File: src/design/ufme_ram.sv
// Generic single-write, single-read RAM with registered read data.
`timescale 1ns / 1ps
`default_nettype none
module ufme_ram #(
    parameter int WIDTH = 8,
    parameter int DEPTH = 16
) (
    input  wire logic                     clk,
    input  wire logic                     we,
    input  wire logic [$clog2(DEPTH)-1:0] waddr,
    input  wire logic [WIDTH-1:0]         wdata,
    input  wire logic [$clog2(DEPTH)-1:0] raddr,
    output logic      [WIDTH-1:0]         rdata
);

    logic [WIDTH-1:0] mem [DEPTH];

    always_ff @(posedge clk)
    begin
        if (we)
        begin
            mem[waddr] <= wdata;
        end
        rdata <= mem[raddr];
    end

endmodule
`default_nettype wire
File: config.mk
export PLATFORM = sky130hd
export DESIGN_NAME = ufme_ram
export DESIGN_NICKNAME = d
export VERILOG_FILES = /design/src/design/ufme_ram.sv
export SDC_FILE = /design/constraint.sdc
export NUM_CORES = 1
export LEC_CHECK = 0
export ABC_CLOCK_PERIOD_IN_PS = 4900
export BUFFER_PORTS_ARGS = -buffer_cell sky130_fd_sc_hd__buf_2
export CAP_MARGIN = 25
export CORE_ASPECT_RATIO = 0.8
export CORE_MARGIN = 4
export CORE_UTILIZATION = 55
export DETAILED_ROUTE_END_ITERATION = 10
export HOLD_SLACK_MARGIN = 0.15
export PLACE_DENSITY_LB_ADDON = 0.15
export SLEW_MARGIN = 20
export SYNTH_ARGS = -nofsm -noshare
export SYNTH_HDL_FRONTEND = slang
export SYNTH_SLANG_ARGS = --single-unit
File: constraint.sdc
create_clock -name clk -period 4.9 [get_ports clk]
set_input_delay 1.225 -clock clk [delete_from_list [all_inputs] [get_ports clk]]
set_output_delay 1.225 -clock clk [all_outputs]
set_load 0.01 [all_outputs]
Word level (Yosys, flattened, before mapping)
Memories as Yosys holds them, arrays and structs flattened. A register that Yosys moved wholly into a read port is not among the register bits.
Index checks and enable logic that the tools add are counted.
{"block": "op_classes", "muxes": 2}
{"op": "1-bit 2-to-1 mux", "n": 2}
{"block": "word_totals", "regBits": 0, "ram_bits": 128, "input_bits": 18, "wordCells": 3, "n_memories": 1}
{"name": "mem", "depth": 16, "width": 8, "rd": 1, "rd_clocked_by_memory_dff": 1, "wr": 1, "line": "16", "source": "logic [WIDTH-1:0] mem [DEPTH];"}

Depth between registers and ports, before layout
Gate-level depths: netlist of run 1.
{"block": "depth", "depth_word": 2, "depth_mapped": 5}

Worst setup path after synthesis of run 1
OpenSTA, ideal clock, no wires.
{"block": "synth_timing", "path_type": "input to register", "from": "in waddr[2]", "to": "mem mem[0][0], enable pin", "setup_ns": 0.383, "arrival_time_ns": 2.335, "path_slack_ns": 2.182, "path_stages": 2, "path_buffers": 0, "cell_sequence": "or3b_2 > nor3_1"}
{"item": "start: declaration", "line": "10", "source": "input wire logic [$clog2(DEPTH)-1:0] waddr,"}
{"item": "end: declaration", "line": "16"}
Straight into the memory's write port.

Worst setup path in the final report of run 1
{"block": "layout_timing", "from": "in waddr[2]", "to": "mem mem[1][3], enable pin"}
Straight into the memory's write port.

==> results.toml, run 1 <==
[clock_tree]
hold_buffers = 0
ctsResizeCount = 0
clkSinkCount = 136
root_buffer = "clkbuf_16"
clock_latency_ps = 410
clk_path_buf_depth = 2
cts_tree = "done"
cts-buffers-inserted = 17
path_clk_slew_ps = 50
cts_setup_buffers = 0
h-tree-depth = 4

[die]
start_util = 0.567
dieArea_um2 = 11000
core-area_um2 = 9080
die_y_um = 94.5
die_w_um = 116
rows = 31
io_pins = 26

[final_layout]
stdcell_count = 397
fin_area_um2 = 5950
antenna_cells = 0
drive_above_1_share = 0.291
nNetsFinal = 287
area_delta_synth_final_pct = 15.6

[sta]
tightest_slew_ps = 1040
period_share = 0.505
drv_slew = 0
fmax_mhz = 404
setup_viol = 0
rsz0062_at_grt = "false"
clock_skew_ps = 5.71
fin_setup_tns_ps = 0
hold_viol_final = 0
post-route-min-period_ps = 2470
slew_headroom = 0.305

[yosys]
synth-seq-cells = 136
avgSynthCellArea_um2 = 22.5
ys_warn_count = 0
synth_cells = 229
syn-num-nets = 247
ys_seq_area_frac = 0.778
syn_area_um2 = 5150
ys_types = 19

[critical_path]
cpPeakStageDelay_ps = 650
crit_path_end_kind = "flip-flop"
crit_path_max_fanout = 8
cp_top_family = "simple AND/OR/NAND/NOR gates"
cp_cell_sequence = "buf_2 > or3b_2 > nor2_1"
crit_required_ps = 4930
worst-endpoint-arrival_ps = 2500
slowest_stage = "nor2_1"
critPathKind = "in2reg"
cp-start-kind = "input pin"
path_buf_inv = 1

[global_routing]
grt_pass1_wl_mm = 14.9
antenna_found_initial = 0
first_global_vias = 2380
grt_max_degree = 33
overflow = 0
grt_usage = 0.202

[min_path]
hp-class = "reg2reg"

[drt]
drtAntennaViolNets = 0
post_drt_wl_per_cell_um = 24.5
viasPerCell = 5.88
drt-total-wl_mm = 9.74
dr.pass1.iters = 4
vias = 2336
drc = 0
drt_iter0_drc = 250

[pwr]
irDropWorstVdd_v = 0.000363
power_density_nw_per_um2 = 435
leakagePower_nw = 2.00
finalPower_w = 0.00259

[placement]
numPlacedInstances = 363
placed_cell_area_um2 = 5380
hpwl_mm = 5.89
numPortBuffers = 25
gp_congestion = 0.705

[outcome]
status = "complete, no violations"

[run]
drv_cap = 0
## sequential cells by signal, summed over array words and instances (netlist names)
signal	flops
rdata	8
mem	128
## cell usage in the layout, fill, tap and decap left out
cell type	netlist	layout
or3b_2	1	1
edfxtp_1	128	128
buf_2	3	24
clkbuf_16	0	17
a22oi_1	16	16
nor3_2	0	2
nor2b_1	1	1
and2b_1	1	1
dfxtp_1	8	8
clkinv_2	0	6
nand2b_1	2	2
nor2_1	13	12
nand3b_1	2	2
buf_6	3	2
buf_4	1	5
clkinvlp_4	0	2
clkbuf_1	0	3
nor2_2	0	1
mux4_2	18	18
and2_1	1	1
bufinv_16	0	1
nand3_1	1	1
nand2_1	9	9
nor3_1	4	2
clkbuf_8	0	3
mux4_1	14	14
## per-stage QoR
stage	util	setup slack [ps]	hold slack (ps)
2_1_floorplan	-	2180	629
4_1_cts	0.653	2090	665
6_report	0.656	2430	665
3_3_place_gp	0.589	1560	646
5_1_grt	0.656	2330	709
3_5_place_dp	0.593	1670	654
## synthesized netlist by cell type
cell type | instances | share of area
nand2_1 | 9 | 0.0066
or3b_2 | 1 | 0.0017
clkdlybuf4s25_2 | 3 | 0.0058
nor2b_1 | 1 | 0.0012
buf_2 | 3 | 0.0029
nor2_1 | 13 | 0.0095
and2_1 | 1 | 0.0012
edfxtp_1 | 128 | 0.75
nand3_1 | 1 | 0.00097
buf_6 | 3 | 0.0066
nor3_1 | 4 | 0.0039
mux4_2 | 18 | 0.079
nand3b_1 | 2 | 0.0029
dfxtp_1 | 8 | 0.031
and2b_1 | 1 | 0.0015
nand2b_1 | 2 | 0.0024
mux4_1 | 14 | 0.071
a22oi_1 | 16 | 0.023
buf_4 | 1 | 0.0015
## worst paths after layout
check        slack [ps]  cells past startpoint        from         to
max                2430                      3    waddr[2]  mem[1][3]
min                 670                      3  mem[14][4]   rdata[4]
max reg2reg        3570                      3  mem[10][1]   rdata[1]
min reg2reg         670                      3  mem[14][4]   rdata[4]
## power by group
part,switching (W),total [W],internal [W]
sequential,0.00000788,0.00131,0.00130
clock,0.000434,0.00117,0.000731
combinational,0.0000685,0.000116,0.0000476
total,0.000511,0.00259,0.00208
## cell families (layout without fill, tap and decap cells)
| group | count (synthesis) | after routing | share of synthesized area |
|---|---|---|---|
| compound gates | 16 | 16 | 0.0233 |
| buf+inv | 10 | 63 | 0.0168 |
| mux | 32 | 32 | 0.150 |
| simple gates | 35 | 35 | 0.0318 |
| flops | 136 | 136 | 0.778 |
## worst reg2reg max path: cells and delay by family, from the launching register on
kind / cells / cell delay, ps
mux: 1 / 490
flops: 1 / 360
simple gates: 1 / 80
compound gates: 1 / 290
## layout make-up
class                      instances  area, um2
fill                             610       3130
clock inverter                     9       75.1
timing repair buffer              31        180
tap                              115        144
sequential                       136       4000
clock buffer                      23        478
multi-input combinational         83       1070
## layer usage
layer  part of all wire  vias to the layer above  track usage
met2               0.47                       90        0.295
li1                   -                     1051            -
met1               0.45                     1186        0.288
met4             0.0070                        0       0.0638
met3              0.080                        9       0.0743
met5                  0                        -            0
No activity file was read; power rests on OpenSTA's default activity.
==> inputs of run 2 (changes only) <==
--- a/config.mk
+++ b/config.mk
@@ -5,7 +5,7 @@
 export SDC_FILE = /design/constraint.sdc
 export NUM_CORES = 1
 export LEC_CHECK = 0
-export ABC_CLOCK_PERIOD_IN_PS = 4900
+export ABC_CLOCK_PERIOD_IN_PS = 2600
 export BUFFER_PORTS_ARGS = -buffer_cell sky130_fd_sc_hd__buf_2
 export CAP_MARGIN = 25
 export CORE_ASPECT_RATIO = 0.8
==> constraint.sdc (replaced) <==
create_clock -name clk -period 2.6 [get_ports clk]
set_input_delay 0.65 -clock clk [delete_from_list [all_inputs] [get_ports clk]]
set_output_delay 0.65 -clock clk [all_outputs]
set_load 0.01 [all_outputs]
==> run 2 against run 1 <==
Net effect:
- worst setup slack got worse by 1600 ps
- global-route usage is 0.76 points lower
- core utilization increased by 1.0 points
- critical endpoint is now rdata[3]
==> results.toml, run 2 (same netlist as run 1, synthesis figures left out) <==
[critical_path]
slowest_stage = "mux4_1"
crit_required_ps = 2880
critPathKind = "in2reg"
cp-start-kind = "input pin"
cpPeakStageDelay_ps = 630
crit_path_end_kind = "flip-flop"
worst-endpoint-arrival_ps = 2040
crit_path_max_fanout = 32
cp_cell_sequence = "buf_2 > buf_12 > mux4_1 > a22oi_1 > nand2_1"
cp_top_family = "multiplexers"
path_buf_inv = 2

[final_layout]
final_common_cell = "edfxtp_1"
nNetsFinal = 300
num-fill-cells = 592
largest_register_ffs = 128
drive_above_1_share = 0.302
area_delta_synth_final_pct = 17.4
antenna_cells = 0
finalCoreUtilization = 0.666
mostFrequentLayoutCells = "128 x edfxtp_1, 25 x buf_2, 18 x mux4_2"
top_register = "mem"
largestRegisters = "mem (128), rdata (8)"

[drt]
viasPerCell = 5.80
drtAntennaViolNets = 0
dr.pass1.iters = 4
drc = 0
post_drt_wl_per_cell_um = 22.9
drt-total-wl_mm = 9.40
drt_iter0_drc = 216
vias = 2378

[clock_tree]
h-tree-depth = 4
cts_tree = "done"
hold_buffers = 0
root_buffer = "clkbuf_16"
path_clk_slew_ps = 50
clkSinkCount = 136
cts-buffers-inserted = 17
ctsResizeCount = 0
clk_path_buf_depth = 2
clock_latency_ps = 410
cts_setup_buffers = 0

[die]
rows = 31
die_w_um = 116
core-area_um2 = 9080
io_pins = 26
die_y_um = 94.5
start_util = 0.567
dieArea_um2 = 11000

[placement]
numPortBuffers = 25
hpwl_mm = 5.97
gp_congestion = 0.715

[sta]
rsz0062_at_grt = "false"
setup_viol = 0
drv_slew = 0
hold_viol_final = 0
clock_skew_ps = 5.70
post-route-min-period_ps = 1760
tightest_slew_ps = 566
slew_headroom = 0.621
fin_setup_tns_ps = 0
period_share = 0.677
fmax_mhz = 568

[global_routing]
grt_usage = 0.194
antenna_found_initial = 0
overflow = 0
grt_max_degree = 33
grt_pass1_wl_mm = 14.6
first_global_vias = 2369

[pwr]
leakagePower_nw = 2.08
power_density_nw_per_um2 = 802
irDropWorstVdd_v = 0.000530

[run]
drv_cap = 0

[min_path]
hp-class = "in2reg"

[outcome]
status = "complete, no violations"
==> run 2: cell count changes in the layout (fill, tap and decap cells not counted), sizes merged <==
cell / previous run / this run
buf: 31 / 44
bufinv: 1 / 0
clkbuf: 23 / 28
clkinv: 6 / 4
clkinvlp: 2 / 0
==> run 2: metrics by stage <==
stage / setup slack (ps) / area (um2) / cells / hold WS, ps / power [W]
3_5_place_dp: 437 / 5500 / 378 / 669 / 0.00274
4_1_cts: 849 / 6040 / 410 / 625 / 0.00488
5_1_grt: 810 / 6040 / 410 / 642 / 0.00501
2_1_floorplan: 457 / 5150 / 229 / 629 / 0.00264
3_3_place_gp: 447 / 5500 / 378 / 654 / 0.00274
6_report: 840 / 6040 / 410 / 637 / 0.00485
==> run 2: layout make-up <==
cell class                      count  area, um2  area share
Tap cell                          115        144      0.0238
Clock inverter                      4       18.8     0.00311
Clock buffer                       28        527      0.0872
Timing Repair Buffer               44        293      0.0484
Sequential cell                   136       4000       0.663
Multi-Input combinational cell     83       1060       0.175
==> run 2: power breakdown <==
group	internal (W)	switching, W	leakage (nW)
Sequential	0.00245	0.0000151	1.22
Clock	0.00136	0.000788	0.272
Combinational	0.0000987	0.000131	0.581
Total	0.00392	0.000934	2.08
==> run 2: routing by layer <==
metal,global-route usage,up-vias,part of all wire
met1,0.283,1222,0.45
met2,0.283,62,0.48
met3,0.0512,8,0.055
met4,0.0812,0,0.0099
met5,0,-,0
li1,-,1086,-
==> run 2: final timing paths <==
check,startpoint,slack (ps),end,cells after the start
worst max-delay path,raddr[0],840,rdata[3],5
worst min-delay path,wdata[6],640,mem[6][6],1
worst max register to register,mem[5][3],1170,rdata[3],3
worst min register to register,mem[7][1],680,rdata[1],3
==> inputs of run 3 (changes only) <==
--- a/config.mk
+++ b/config.mk
@@ -5,7 +5,8 @@
 export SDC_FILE = /design/constraint.sdc
 export NUM_CORES = 1
 export LEC_CHECK = 0
-export ABC_CLOCK_PERIOD_IN_PS = 2600
+export ABC_AREA = 1
+export ABC_CLOCK_PERIOD_IN_PS = 1600
 export BUFFER_PORTS_ARGS = -buffer_cell sky130_fd_sc_hd__buf_2
 export CAP_MARGIN = 25
 export CORE_ASPECT_RATIO = 0.8
==> constraint.sdc (replaced) <==
create_clock -name clk -period 1.6 [get_ports clk]
set_input_delay 0.4 -clock clk [delete_from_list [all_inputs] [get_ports clk]]
set_output_delay 0.4 -clock clk [all_outputs]
set_load 0.01 [all_outputs]
==> run 3 against run 2 <==
Net effect:
- sequential cell count stayed put
- core utilization is 1.1 points lower
- register-to-register slack worse by 530 ps
- first-iteration DRC count is 85% higher
- sequential power is 62% higher
- synthesized cell count is 140% higher
- sequential share of layout area is 6.6 points lower
- clock-buffer cell count is 9 lower
- non-clock buffer count is 11 higher
- clock power is 66% higher
- worst setup slack worse by 570 ps
- die area is 11% higher
- critical path type is now reg2out
- highest routed layer unchanged
==> results.toml, run 3 <==
[final_layout]
num-fill-cells = 851
final_common_cell = "nand2_1"
nNetsFinal = 619
antenna_cells = 0
largest_register_ffs = 128
multi_input_area_um2 = 1210
drive_above_1_share = 0.130
mostFrequentLayoutCells = "173 x nand2_1, 128 x edfxtp_1, 100 x inv_1"
top_register = "mem"
fin_area_um2 = 6710
area_delta_synth_final_pct = 16.3
stdcell_count = 754
largestRegisters = "mem (128), rdata (8)"
seq_area_um2 = 4000

[placement]
gp_congestion = 0.795
hpwl_mm = 7.81
placed_cell_area_um2 = 6160
numPortBuffers = 25
numPlacedInstances = 722

[pwr]
power_density_nw_per_um2 = 1200
irDropWorstVdd_v = 0.000714
leakagePower_nw = 2.94

[critical_path]
cp_top_family = "flip-flops"
path_buf_inv = 1
worst-endpoint-arrival_ps = 930
slowest_stage = "dfxtp_1"
cpPeakStageDelay_ps = 370
crit_path_end_kind = "primary output"
critPathKind = "reg2out"
cp_cell_sequence = "buf_2"
cp-start-kind = "flip-flop"
crit_path_max_fanout = 1
crit_required_ps = 1200

[yosys]
synthSimpleGateAreaFrac = 0.210
ys_types = 12
synth-compound-area-share = 0
synth_most_common_cell = "nand2_1"
ys_warn_count = 0
synthAdderAreaFrac = 0
synth.area.mux_share = 0
synth_cells = 551
synth_top_family_by_area = "simple AND/OR/NAND/NOR gates"
synth-xor-area-share = 0
ys.flop_type = "edfxtp_1"
yosys-top-cells-count = "173 x nand2_1, 128 x edfxtp_1, 100 x inv_1, 97 x nand3_1, 17 x nor2_1"
synthTopCellsByArea = "edfxtp_1 67%, nand2_1 11%, nand3_1 8.4%"
synth_top_area_share = 0.667
synth_top_area_cell = "edfxtp_1"
avgSynthCellArea_um2 = 10.5
ys_seq_area_frac = 0.694
syn_area_um2 = 5770
synth_edf_count = 128
syn-num-nets = 569
synth-seq-cells = 136
synthArstFlopShare = 0

[drt]
drc = 0
drt_iter0_drc = 400
dr.pass1.iters = 5
drtAntennaViolNets = 0
viasPerCell = 5.13
vias = 3868
drt-total-wl_mm = 12.5
post_drt_wl_per_cell_um = 16.5

[global_routing]
grt_max_degree = 45
grt_usage = 0.223
first_global_vias = 3836
overflow = 0
antenna_found_initial = 0
grt_pass1_wl_mm = 19.8

[sta]
setup_viol = 0
fmax_mhz = 751
clock_skew_ps = 8.84
period_share = 0.833
tightest_slew_ps = 359
fin_setup_tns_ps = 0
drv_slew = 0
slew_headroom = 0.761
rsz0062_at_grt = "false"
hold_viol_final = 0
post-route-min-period_ps = 1330

[clock_tree]
h-tree-depth = 4
root_buffer = "clkbuf_16"
hold_buffers = 0
cts-buffers-inserted = 17
cts_setup_buffers = 0
clkSinkCount = 136
path_clk_slew_ps = 50
clk_path_buf_depth = 2
clock_latency_ps = 410
cts_tree = "done"
ctsResizeCount = 0

[die]
rows = 33
dieArea_um2 = 12200
core-area_um2 = 10200
die_y_um = 99.6
io_pins = 26
start_util = 0.563
die_w_um = 122

[run]
drv_cap = 0

[outcome]
status = "complete, no violations"

[min_path]
hp-class = "in2reg"
[run 3: changes by cell type after synthesis, moves of 14 or more]
cell / before / now
nand2_1: 9 / 173
inv_1: 0 / 100
nand3_1: 1 / 97
mux4_2: 18 / 0
a22oi_1: 16 / 0
mux4_1: 14 / 0
[run 3: path summary, 6_finish.rpt]
path | from | endpoint | slack (ps) | cells after the start
max | rdata[4] | rdata[4] | 270 | 1
min reg2reg | mem[2][1] | rdata[1] | 670 | 6
max reg2reg | mem[11][4] | rdata[4] | 640 | 6
min | wdata[7] | mem[12][7] | 390 | 1
[run 3: area by class of cell]
cell class | count | share of cell area
clock buffer | 19 | 0.0645
clock inverter | 13 | 0.0166
inverter | 102 | 0.0571
multi-input combinational | 289 | 0.181
sequential | 136 | 0.597
tap | 140 | 0.0261
timing repair buffer | 55 | 0.0578
[run 3: report_power, final]
group          leakage, nW  total (W)  switching [W]  internal (W)
clock network        0.259    0.00356        0.00132       0.00224
registers             1.22    0.00401      0.0000252       0.00399
logic                 1.46   0.000497       0.000336      0.000161
total                 2.94    0.00807        0.00168       0.00639
[run 3: logic make-up (layout without fill, tap and decap cells)]
kind of cell           Yosys count  in the layout
flip-flops                     136            136
buffers and inverters          126            189
AND/OR/NAND/NOR                289            289
[run 3: stage by stage]
step                 util  setup slack (ps)  hold slack (ps)  power [W]
floorplan               -               249              499    0.00437
global placement    0.602               179              660    0.00457
detailed placement  0.602               127              663    0.00458
CTS                 0.655               245              378    0.00814
global route        0.655               234              388    0.00839
finish              0.655               268              388    0.00807
[run 3: layer usage]
metal / global-route usage / wire [um] / vias up
li1: - / - / 1872
met1: 0.308 / 5520 / 1824
met2: 0.338 / 5830 / 156
met3: 0.0557 / 897 / 16
met4: 0.0972 / 223 / 0
met5: 0 / 0 / -
